==> config.mk <==
export PLATFORM = sky130hd
export DESIGN_NAME = sida_ctrl
export DESIGN_NICKNAME = d
export VERILOG_FILES = /design/src/sida_pkg.sv /design/src/sida_ctrl.sv
export SDC_FILE = /design/constraint.sdc
export NUM_CORES = 1
export LEC_CHECK = 0
export BUFFER_PORTS_ARGS = -buffer_cell sky130_fd_sc_hd__buf_4
export CAP_MARGIN = 20
export CELL_PAD_IN_SITES_DETAIL_PLACEMENT = 1
export CELL_PAD_IN_SITES_GLOBAL_PLACEMENT = 1
export CORE_MARGIN = 4
export CORE_UTILIZATION = 24
export CTS_CLUSTER_SIZE = 16
export DETAILED_ROUTE_END_ITERATION = 10
export HOLD_SLACK_MARGIN = 0.1
export MAX_ROUTING_LAYER = met4
export PLACE_DENSITY = 0.78
export REMOVE_ABC_BUFFERS = 1
export SYNTH_ARGS = -nofsm -noshare
export SYNTH_HDL_FRONTEND = slang
export SYNTH_SLANG_ARGS = --single-unit
==> constraint.sdc <==
create_clock -name clk_i -period 1.1 [get_ports clk_i]
set_input_delay 0.055 -clock clk_i [delete_from_list [all_inputs] [get_ports clk_i]]
set_output_delay 0.055 -clock clk_i [all_outputs]
set_load 0.1 [all_outputs]
==> src/sida_pkg.sv <==
// Shared types and constants for the signed integer to decimal ASCII converter.
package sida_pkg;

  localparam int unsigned ValueW   = 32;
  localparam int unsigned CharW    = 6;
  localparam int unsigned DigitW   = 4;
  localparam int unsigned MaxDigits = 10;
  localparam int unsigned CountW   = 4;
  localparam int unsigned ProdW    = 2 * ValueW;
  localparam int unsigned QuotW    = ProdW - 35;

  localparam logic [CharW-1:0]  ChMinus = 6'd45;
  localparam logic [CharW-1:0]  ChZero  = 6'd48;
  // floor(x * Recip10 / 2^35) == floor(x / 10) for every 32-bit x
  localparam logic [ValueW-1:0] Recip10 = 32'hCCCC_CCCD;

  typedef struct packed {
    logic load;
    logic prep;
    logic divide;
    logic emit_sign;
    logic emit_digit;
  } sida_cmd_t;

  typedef struct packed {
    logic quot_zero;
    logic neg;
    logic last_digit;
    logic slot_free;
  } sida_status_t;

  typedef enum logic [4:0] {
    StIdle   = 5'b00001,
    StPrep   = 5'b00010,
    StDiv    = 5'b00100,
    StSign   = 5'b01000,
    StDigits = 5'b10000
  } sida_state_e;

endpackage

==> src/sida_ctrl.sv <==
// Controller state machine sequencing load, divide loop and character output.
module sida_ctrl
  import sida_pkg::*;
(
  input  logic          clk_i,
  input  logic          rst_ni,
  input  logic          in_valid_i,
  output logic          in_ready_o,
  input  sida_status_t  status_i,
  output sida_cmd_t     cmd_o,
  output sida_state_e   state_o
);

  sida_state_e state_q, state_d;

  always_comb begin
    state_d    = state_q;
    cmd_o      = '0;
    in_ready_o = 1'b0;
    unique case (state_q)
      StIdle: begin
        in_ready_o = 1'b1;
        if (in_valid_i) begin
          cmd_o.load = 1'b1;
          state_d    = StPrep;
        end
      end
      StPrep: begin
        cmd_o.prep = 1'b1;
        state_d    = StDiv;
      end
      StDiv: begin
        cmd_o.divide = 1'b1;
        if (status_i.quot_zero) begin
          state_d = StSign;
        end
      end
      StSign: begin
        if (!status_i.neg) begin
          state_d = StDigits;
        end else if (status_i.slot_free) begin
          cmd_o.emit_sign = 1'b1;
          state_d         = StDigits;
        end
      end
      StDigits: begin
        if (status_i.slot_free) begin
          cmd_o.emit_digit = 1'b1;
          if (status_i.last_digit) begin
            state_d = StIdle;
          end
        end
      end
      default: begin
        state_d = StIdle;
      end
    endcase
  end

  always_ff @(posedge clk_i or negedge rst_ni) begin
    if (!rst_ni) begin
      state_q <= StIdle;
    end else begin
      state_q <= state_d;
    end
  end

  assign state_o = state_q;

endmodule

==> results of run 1 <==
-- kinds of logic after synthesis --
| group | synth area share |
|---|---|
| xor gates and xnor gates | 0.0279 |
| buffers and inverters | 0.0478 |
| AOI/OAI and AO/OA | 0.179 |
| DFF | 0.402 |
| and+or+nand+nor | 0.343 |
-- metrics by stage --
step | setup slack [ns] | instances | instance area, sq um | hold slack (ns)
4_1_cts | -0.376 | 97 | 850 | 0.103
3_5_place_dp | -0.226 | 79 | 557 | -0.141
3_3_place_gp | -0.174 | 79 | 557 | -0.142
2_1_floorplan | -1.80 | 35 | 314 | -0.241
-- timing repair --
item | in CTS
hold buffers | 5
setup buffers | 9
endpoints found under the setup margin | 15
pin swaps | 6
endpoints found under the hold margin | 10
resized for setup | 42
==> impl_metrics.py, run 1 <==
metrics = {
    "status": {
        "status": "did not finish",
        "stop_stage": "global routing",
        "error": "[ERROR DPL-0033] detailed placement checks failed during check placement.",
    },
    "die": {
        "floorplan.initialDensity": 0.268,
        "rows": 12,
        "die_w_um": 44.2,
        "die_height_um": 44.2,
        "ios": 18,
    },
    "sta": {
        "worst-ep-kind": "primary output",
        "crit_endpoint": "cmd_o[1]",
    },
    "clocking": {
        "cts_root_buf": "clkbuf_4",
        "cts.path.max_buffers": 2,
        "htreeDepth": 1,
        "cts_buffers": 3,
        "cts.sinks": 5,
    },
    "synth": {
        "synth_top_flop_cell": "dfrtp_1",
        "syn_inst": 35,
        "yosysTopAreaCell": "dfrtp_1",
        "synthTopCellsByArea": "dfrtp_1, dfstp_2, nor2_1",
        "synth_commonest_cells": "nor2_1, dfrtp_1, inv_1, nand3_1",
        "synth_top_area_frac": 0.319,
        "synth.most_common_cell": "nor2_1",
        "synth_area_sq_um": 314,
        "synth-edff-count": 0,
        "ys_async_sr_fraction": 1.00,
        "synth.distinct_cells": 21,
        "seq_area_frac_synth": 0.402,
        "yosysWarnings": 0,
        "avgSynthCellArea_sq_um": 8.97,
        "ys_ff_latch": 5,
    },
    "place": {
        "port_buffers": 17,
        "dp_hpwl_mm": 1.01,
        "place.gp.congestion": 0.781,
    },
    "global_route": {
        "grt_max_degree": 7,
        "antenna_found_initial": 0,
    },
}
==> run 2: changes to the inputs <==
==> config.mk (replaced) <==
export PLATFORM = sky130hd
export DESIGN_NAME = sida_ctrl
export DESIGN_NICKNAME = d
export VERILOG_FILES = /design/src/sida_pkg.sv /design/src/sida_ctrl.sv
export SDC_FILE = /design/constraint.sdc
export NUM_CORES = 1
export LEC_CHECK = 0
export BUFFER_PORTS_ARGS = -buffer_cell sky130_fd_sc_hd__buf_4
export CAP_MARGIN = 20
export CORE_AREA = 4 4 65 67
export DETAILED_ROUTE_END_ITERATION = 10
export DIE_AREA = 0 0 69 71
export PLACE_DENSITY_LB_ADDON = 0.15
export REMOVE_ABC_BUFFERS = 1
export SYNTH_ARGS = -nofsm -noshare
export SYNTH_HDL_FRONTEND = slang
export SYNTH_SLANG_ARGS = --single-unit
==> constraint.sdc (replaced) <==
create_clock -name clk_i -period 1.4 [get_ports clk_i]
set_input_delay 0.07 -clock clk_i [delete_from_list [all_inputs] [get_ports clk_i]]
set_output_delay 0.07 -clock clk_i [all_outputs]
set_load 0.1 [all_outputs]
==> run 2 against run 1 <==
  * The flow now finishes, with violations (negative setup slack)
  * Area after synthesis is the same
  * Synthesized cell count unchanged
==> impl_metrics.py, run 2 <==
metrics = {
    "status": {
        "status": "finished with violations",
        "violations": "negative setup slack",
    },
    "critical_path": {
        "timing.critical_path.buf_inv": 2,
        "worstPathCellList": "buf_6, and4bb_1, and2_4, buf_12",
        "critPathLaunchType": "flip-flop",
        "critical_path.max_stage_delay_ns": 0.42,
        "required_ns": 1.33,
        "critPathTopFamily": "simple AND/OR/NAND/NOR gates",
        "critPathMaxFanout": 3,
        "critical_path_arrival_ns": 1.36,
        "crit_cells": 4,
        "cp-end-kind": "output port",
        "slowest_stage": "dfrtp_2",
        "rr_worst_depth": 5,
        "critPathKind": "reg2out",
    },
    "finish": {
        "final_common_cell": "buf_4",
        "mostFrequentLayoutCells": "buf_4, buf_12",
        "layout.nets": 73,
        "drive_gt1_frac": 0.631,
        "syn_to_final_growth_pct": 129,
        "final_cells": 113,
        "largest_reg_flops": 5,
        "nFillCells": 421,
        "diodes": 0,
    },
    "global_route": {
        "grt_pass1_wl_mm": 1.77,
        "grt_usage": 0.0480,
        "grt_overflow": 0,
        "grt_max_degree": 7,
        "antenna_found_initial": 0,
        "grt_pass1_vias": 387,
    },
    "clocking": {
        "htreeDepth": 1,
        "path_clk_slew_ns": 0.04,
        "clk_latency_ns": 0.22,
        "cts_root_buf": "clkbuf_8",
        "cts.path.max_buffers": 2,
        "cts.sinks": 5,
        "cts_tree": "done",
        "cts_buffers": 3,
    },
    "routing": {
        "post_drt_wl_per_cell_um": 9.74,
        "route.detailed.drc": 0,
        "ant_nets": 0,
        "totalWireLength_mm": 1.10,
        "vias_per_cell": 3.19,
        "dr.pass1.iters": 2,
        "drt_iter0_markers": 3,
        "vias": 361,
    },
    "synth": {
        "synth-edff-count": 0,
        "synth_top_area_frac": 0.319,
        "synth_commonest_cells": "nor2_1, dfrtp_1, inv_1, nand3_1",
        "ys_async_sr_fraction": 1.00,
        "yosysTopAreaCell": "dfrtp_1",
        "ys_ff_latch": 5,
        "syn_inst": 35,
        "synth_area_sq_um": 314,
        "yosysWarnings": 0,
        "avgSynthCellArea_sq_um": 8.97,
        "synth.most_common_cell": "nor2_1",
        "synth_top_flop_cell": "dfrtp_1",
        "seq_area_frac_synth": 0.402,
        "synth.distinct_cells": 21,
        "synthTopCellsByArea": "dfrtp_1, dfstp_2, nor2_1",
    },
    "die": {
        "core_area_sq_mm": 0.00363,
        "die_w_um": 69,
        "floorplan.initialDensity": 0.0864,
        "die_area_sq_mm": 0.00490,
        "ios": 18,
        "rows": 22,
        "die_height_um": 71,
    },
    "place": {
        "dp_hpwl_um": 941,
        "place_inst": 106,
        "place.gp.congestion": 0.708,
        "port_buffers": 17,
    },
    "sta": {
        "worstMarginPinSlew_ns": 0.281,
        "rsz0062_at_grt": "true",
        "slew_headroom": 0.814,
        "fmax_mhz": 698,
        "drv_slew": 0,
        "period_minus_slack_ns": 1.43,
        "fin_crit_sh": 1.02,
        "skew_ns": 0.00364,
        "final_hold_viol_count": 0,
        "final.setup.worst_slack_ns": -0.0336,
        "finalSetupViolCount": 3,
    },
    "worst_hold_path": {
        "min_path_cells": 2,
        "min_path_type": "in2reg",
    },
    "flow_run": {
        "cap_violations": 0,
    },
}
-- run 2: cell counts after synthesis --
Identical to the previous run, type by type.
-- run 2: layout make-up --
type	instances	area, sq um	area share
timing repair buffer	26	268	0.373
multi-input combinational	26	200	0.279
sequential	5	130	0.181
tap	48	60.1	0.0836
clock buffer	4	45.0	0.0627
inverter	4	15.0	0.0209
-- run 2: stage by stage --
stage	worst slack [ns]	TNS [ns]	hold WS, ns	utilization	cell area, sq um
global route	-0.0732	-0.225	0.0436	0.198	718
finish	-0.0336	-0.0731	0.0356	0.198	718
CTS	-0.0612	-0.142	0.0300	0.188	683
floorplan	-1.52	-8.53	-0.226	-	314
detailed placement	0.104	0	-0.123	0.150	547
global placement	0.0446	0	-0.120	0.150	547
-- run 2: worst paths after layout --
check	start	endpoint	slack [ns]
max in group asynchronous	rst_ni	state_o[0]	1.01
min	in_valid_i	state_o[0]	0.04
max	state_o[1]	cmd_o[4]	-0.03
min in group asynchronous	rst_ni	state_o[1]	0.19
min reg2reg	state_o[4]	state_o[4]	0.60
max reg2reg	state_o[2]	state_o[0]	0.12
-- run 2: logic make-up (layout without fill, tap and decap cells) --
group,after synthesis,count (layout),synth area share
buffers and inverters,4,34,0.0478
xor gates and xnor gates,1,1,0.0279
AOI/OAI and AO/OA,7,7,0.179
and+or+nand+nor,18,18,0.343
DFF,5,5,0.402
-- run 2: layer usage --
layer,track usage,part of all wire,routed length (um)
met4,0.0260,0.017,19
met1,0.0549,0.48,526
met3,0.0270,0.043,47
met5,0,0,0
met2,0.0710,0.46,507
-- run 2: repair_timing --
item	4_1_cts	5_1_grt
resized for setup	18	10
endpoints found under the hold margin	5	0
hold buffers	1	0
pin swaps	6	2
buffers inserted	2	0
endpoints found under the setup margin	6	7
-- run 2: worst reg2reg max path: stages, from the launching register on --
cell,delay [ns]
dfrtp_2,0.43
buf_4,0.16
xor2_1,0.14
nor2_1,0.07
o41ai_2,0.26
o22ai_1,0.12
Power of run 2 is not shown: default switching activity piles up to over one toggle a cycle in this logic, so the estimate is an artifact.
==> run 3: changes to the inputs <==
--- a/config.mk
+++ b/config.mk
@@ -11,6 +11,7 @@
 export DETAILED_ROUTE_END_ITERATION = 10
 export DIE_AREA = 0 0 69 71
 export PLACE_DENSITY_LB_ADDON = 0.15
+export RECOVER_POWER = 50
 export REMOVE_ABC_BUFFERS = 1
 export SYNTH_ARGS = -nofsm -noshare
 export SYNTH_HDL_FRONTEND = slang
==> constraint.sdc (replaced) <==
create_clock -name clk_i -period 1.4 [get_ports clk_i]
set_input_delay 0.07 -clock clk_i [delete_from_list [all_inputs] [get_ports clk_i]]
set_output_delay 0.07 -clock clk_i [all_outputs]
set_load 0.005 [all_outputs]
==> run 3 against run 2 <==
  * The run still ends with negative setup slack left
  * Setup slack improved by 0.024 ns
  * Design area decreased by 15%
  * Utilization decreased by 2.9 points
  * Routed wire length increased by 4.7%
  * First-iteration DRC count increased by 67%
  * Die area unchanged
  * Register-to-register slack improved by 0.04 ns
  * Fmax increased by 1.7%
  * Via count increased by 5.8%
  * Critical endpoint unchanged
  * Largest cell class is now multi-input gates
==> impl_metrics.py, run 3 (same netlist as run 2, synthesis figures left out) <==
metrics = {
    "sta": {
        "skew_ns": 0.000423,
        "drv_slew": 0,
        "fin_tns_setup_ns": -0.0101,
        "finalSetupViolCount": 1,
        "fmax_mhz": 709,
        "fin_crit_sh": 1.01,
        "rsz0062_at_grt": "true",
        "final_hold_viol_count": 0,
        "worstMarginPinSlew_ns": 0.315,
        "final.setup.worst_slack_ns": -0.0101,
        "slew_headroom": 0.790,
        "period_minus_slack_ns": 1.41,
    },
    "critical_path": {
        "critPathMaxFanout": 6,
        "critPathLaunchType": "flip-flop",
        "rrSetupSlack_ns": 0.16,
        "crit_start": "state_o[0]",
        "critical_path_arrival_ns": 1.34,
        "r2r_end": "state_o[0]",
        "cp-end-kind": "output port",
        "rr_startpoint": "state_o[0]",
        "rr_worst_depth": 4,
        "critPathKind": "reg2out",
        "required_ns": 1.33,
    },
    "finish": {
        "diodes": 0,
        "mostFrequentLayoutCells": "buf_4, nor2_1",
        "final_common_cell": "buf_4",
        "syn_to_final_growth_pct": 95.2,
        "layout.nets": 71,
        "largest_reg_flops": 5,
        "final_cells": 111,
        "design_area_sq_um": 613,
        "nFillCells": 437,
        "drive_gt1_frac": 0.524,
    },
    "place": {
        "port_buffers": 17,
        "place_ws_ns": 0.151,
        "placedInstanceArea_sq_um": 517,
        "dp_hpwl_um": 915,
        "place.gp.congestion": 0.670,
        "place_inst": 102,
    },
    "power": {
        "powerDensity_mw_per_mm2": 1810,
        "finalPower_mw": 1.11,
        "max-vdd-ir-drop_mv": 0.343,
        "p_leak_nw": 0.287,
    },
    "global_route": {
        "grt_pass1_vias": 387,
        "grt_usage": 0.0513,
        "antenna_found_initial": 0,
        "grt_overflow": 0,
        "grt_pass1_wl_mm": 1.88,
        "grt_max_degree": 8,
    },
    "worst_hold_path": {
        "min_to": "state_o[0]",
        "min_from": "in_valid_i",
        "min_path_type": "in2reg",
        "min_path_cells": 2,
    },
    "clocking": {
        "cts_buffers": 3,
        "cts_root_buf": "clkbuf_8",
        "clk_latency_ns": 0.22,
        "cts_tree": "done",
        "path_clk_slew_ns": 0.04,
        "cts.sinks": 5,
        "htreeDepth": 1,
        "cts.path.max_buffers": 2,
    },
    "die": {
        "ios": 18,
        "die_height_um": 71,
        "rows": 22,
        "core_area_sq_mm": 0.00363,
        "floorplan.initialDensity": 0.0864,
        "die_w_um": 69,
        "die_area_sq_mm": 0.00490,
    },
    "routing": {
        "vias_per_cell": 3.44,
        "drt_iter0_markers": 5,
        "ant_nets": 0,
        "post_drt_wl_per_cell_um": 10.4,
        "dr.pass1.iters": 2,
        "route.detailed.drc": 0,
        "totalWireLength_mm": 1.15,
        "vias": 382,
    },
    "status": {
        "violations": "negative setup slack",
        "status": "finished with violations",
    },
    "flow_run": {
        "cap_violations": 0,
    },
}
[run 3: changes by cell type in the layout (fill, tap and decap cells not counted), sizes merged]
cell    previous run  this run
buf               25        21
clkbuf             4         6
[run 3: power breakdown]
group | switching, mW | internal (mW) | total (mW) | leakage [nW]
clock network | 0.0753 | 0.196 | 0.271 | 0.0228
registers | 0.0685 | 0.201 | 0.269 | 0.0635
logic | 0.224 | 0.346 | 0.569 | 0.201
[run 3: critical path, stage by stage, from the launching register on]
cell	delay (ns)
dfstp_2	0.59
and4bb_2	0.30
and2_4	0.15
buf_6	0.08
[run 3: final cells by class]
type	instances	area [sq um]	area share
timing repair buffer	24	183	0.298
sequential	5	128	0.208
clock buffer	4	45.0	0.0735
multi-input combinational	26	183	0.298
tap	48	60.1	0.0980
inverter	4	15.0	0.0245
[run 3: metal layers]
layer | track usage | wire [um] | vias to the layer above
met5 | 0 | 0 | -
met4 | 0.0390 | 19 | 0
met3 | 0.0270 | 78 | 2
met2 | 0.0763 | 581 | 13
met1 | 0.0548 | 474 | 182
li1 | - | - | 185
[run 3: worst max path at each step]
stage / endpoint / cells past startpoint
2_1_floorplan: state_o[4] / 4
3_3_place_gp: state_o[0] / 4
3_5_place_dp: cmd_o[4] / 4
4_1_cts: cmd_o[4] / 4
5_1_grt: cmd_o[4] / 4
6_report: cmd_o[4] / 3
[run 3: repair_timing]
| action | 4_1_cts | 5_1_grt |
|---|---|---|
| hold endpoints to repair | 5 | 0 |
| pin swaps | 0 | 4 |
| buffers inserted | 1 | 3 |
| endpoints found under the setup margin | 1 | 4 |
| hold buffers | 1 | 0 |
| gates resized for setup | 3 | 4 |
[run 3: through the flow]
stage,hold WS (ns),utilization
after detailed placement,-0.118,0.142
after global placement,-0.116,0.142
after global routing,0.0343,0.169
after CTS,0.0240,0.160
final,0.0300,0.169
after floorplan,-0.226,-
Note: power is estimated with default switching activity, not from simulation.
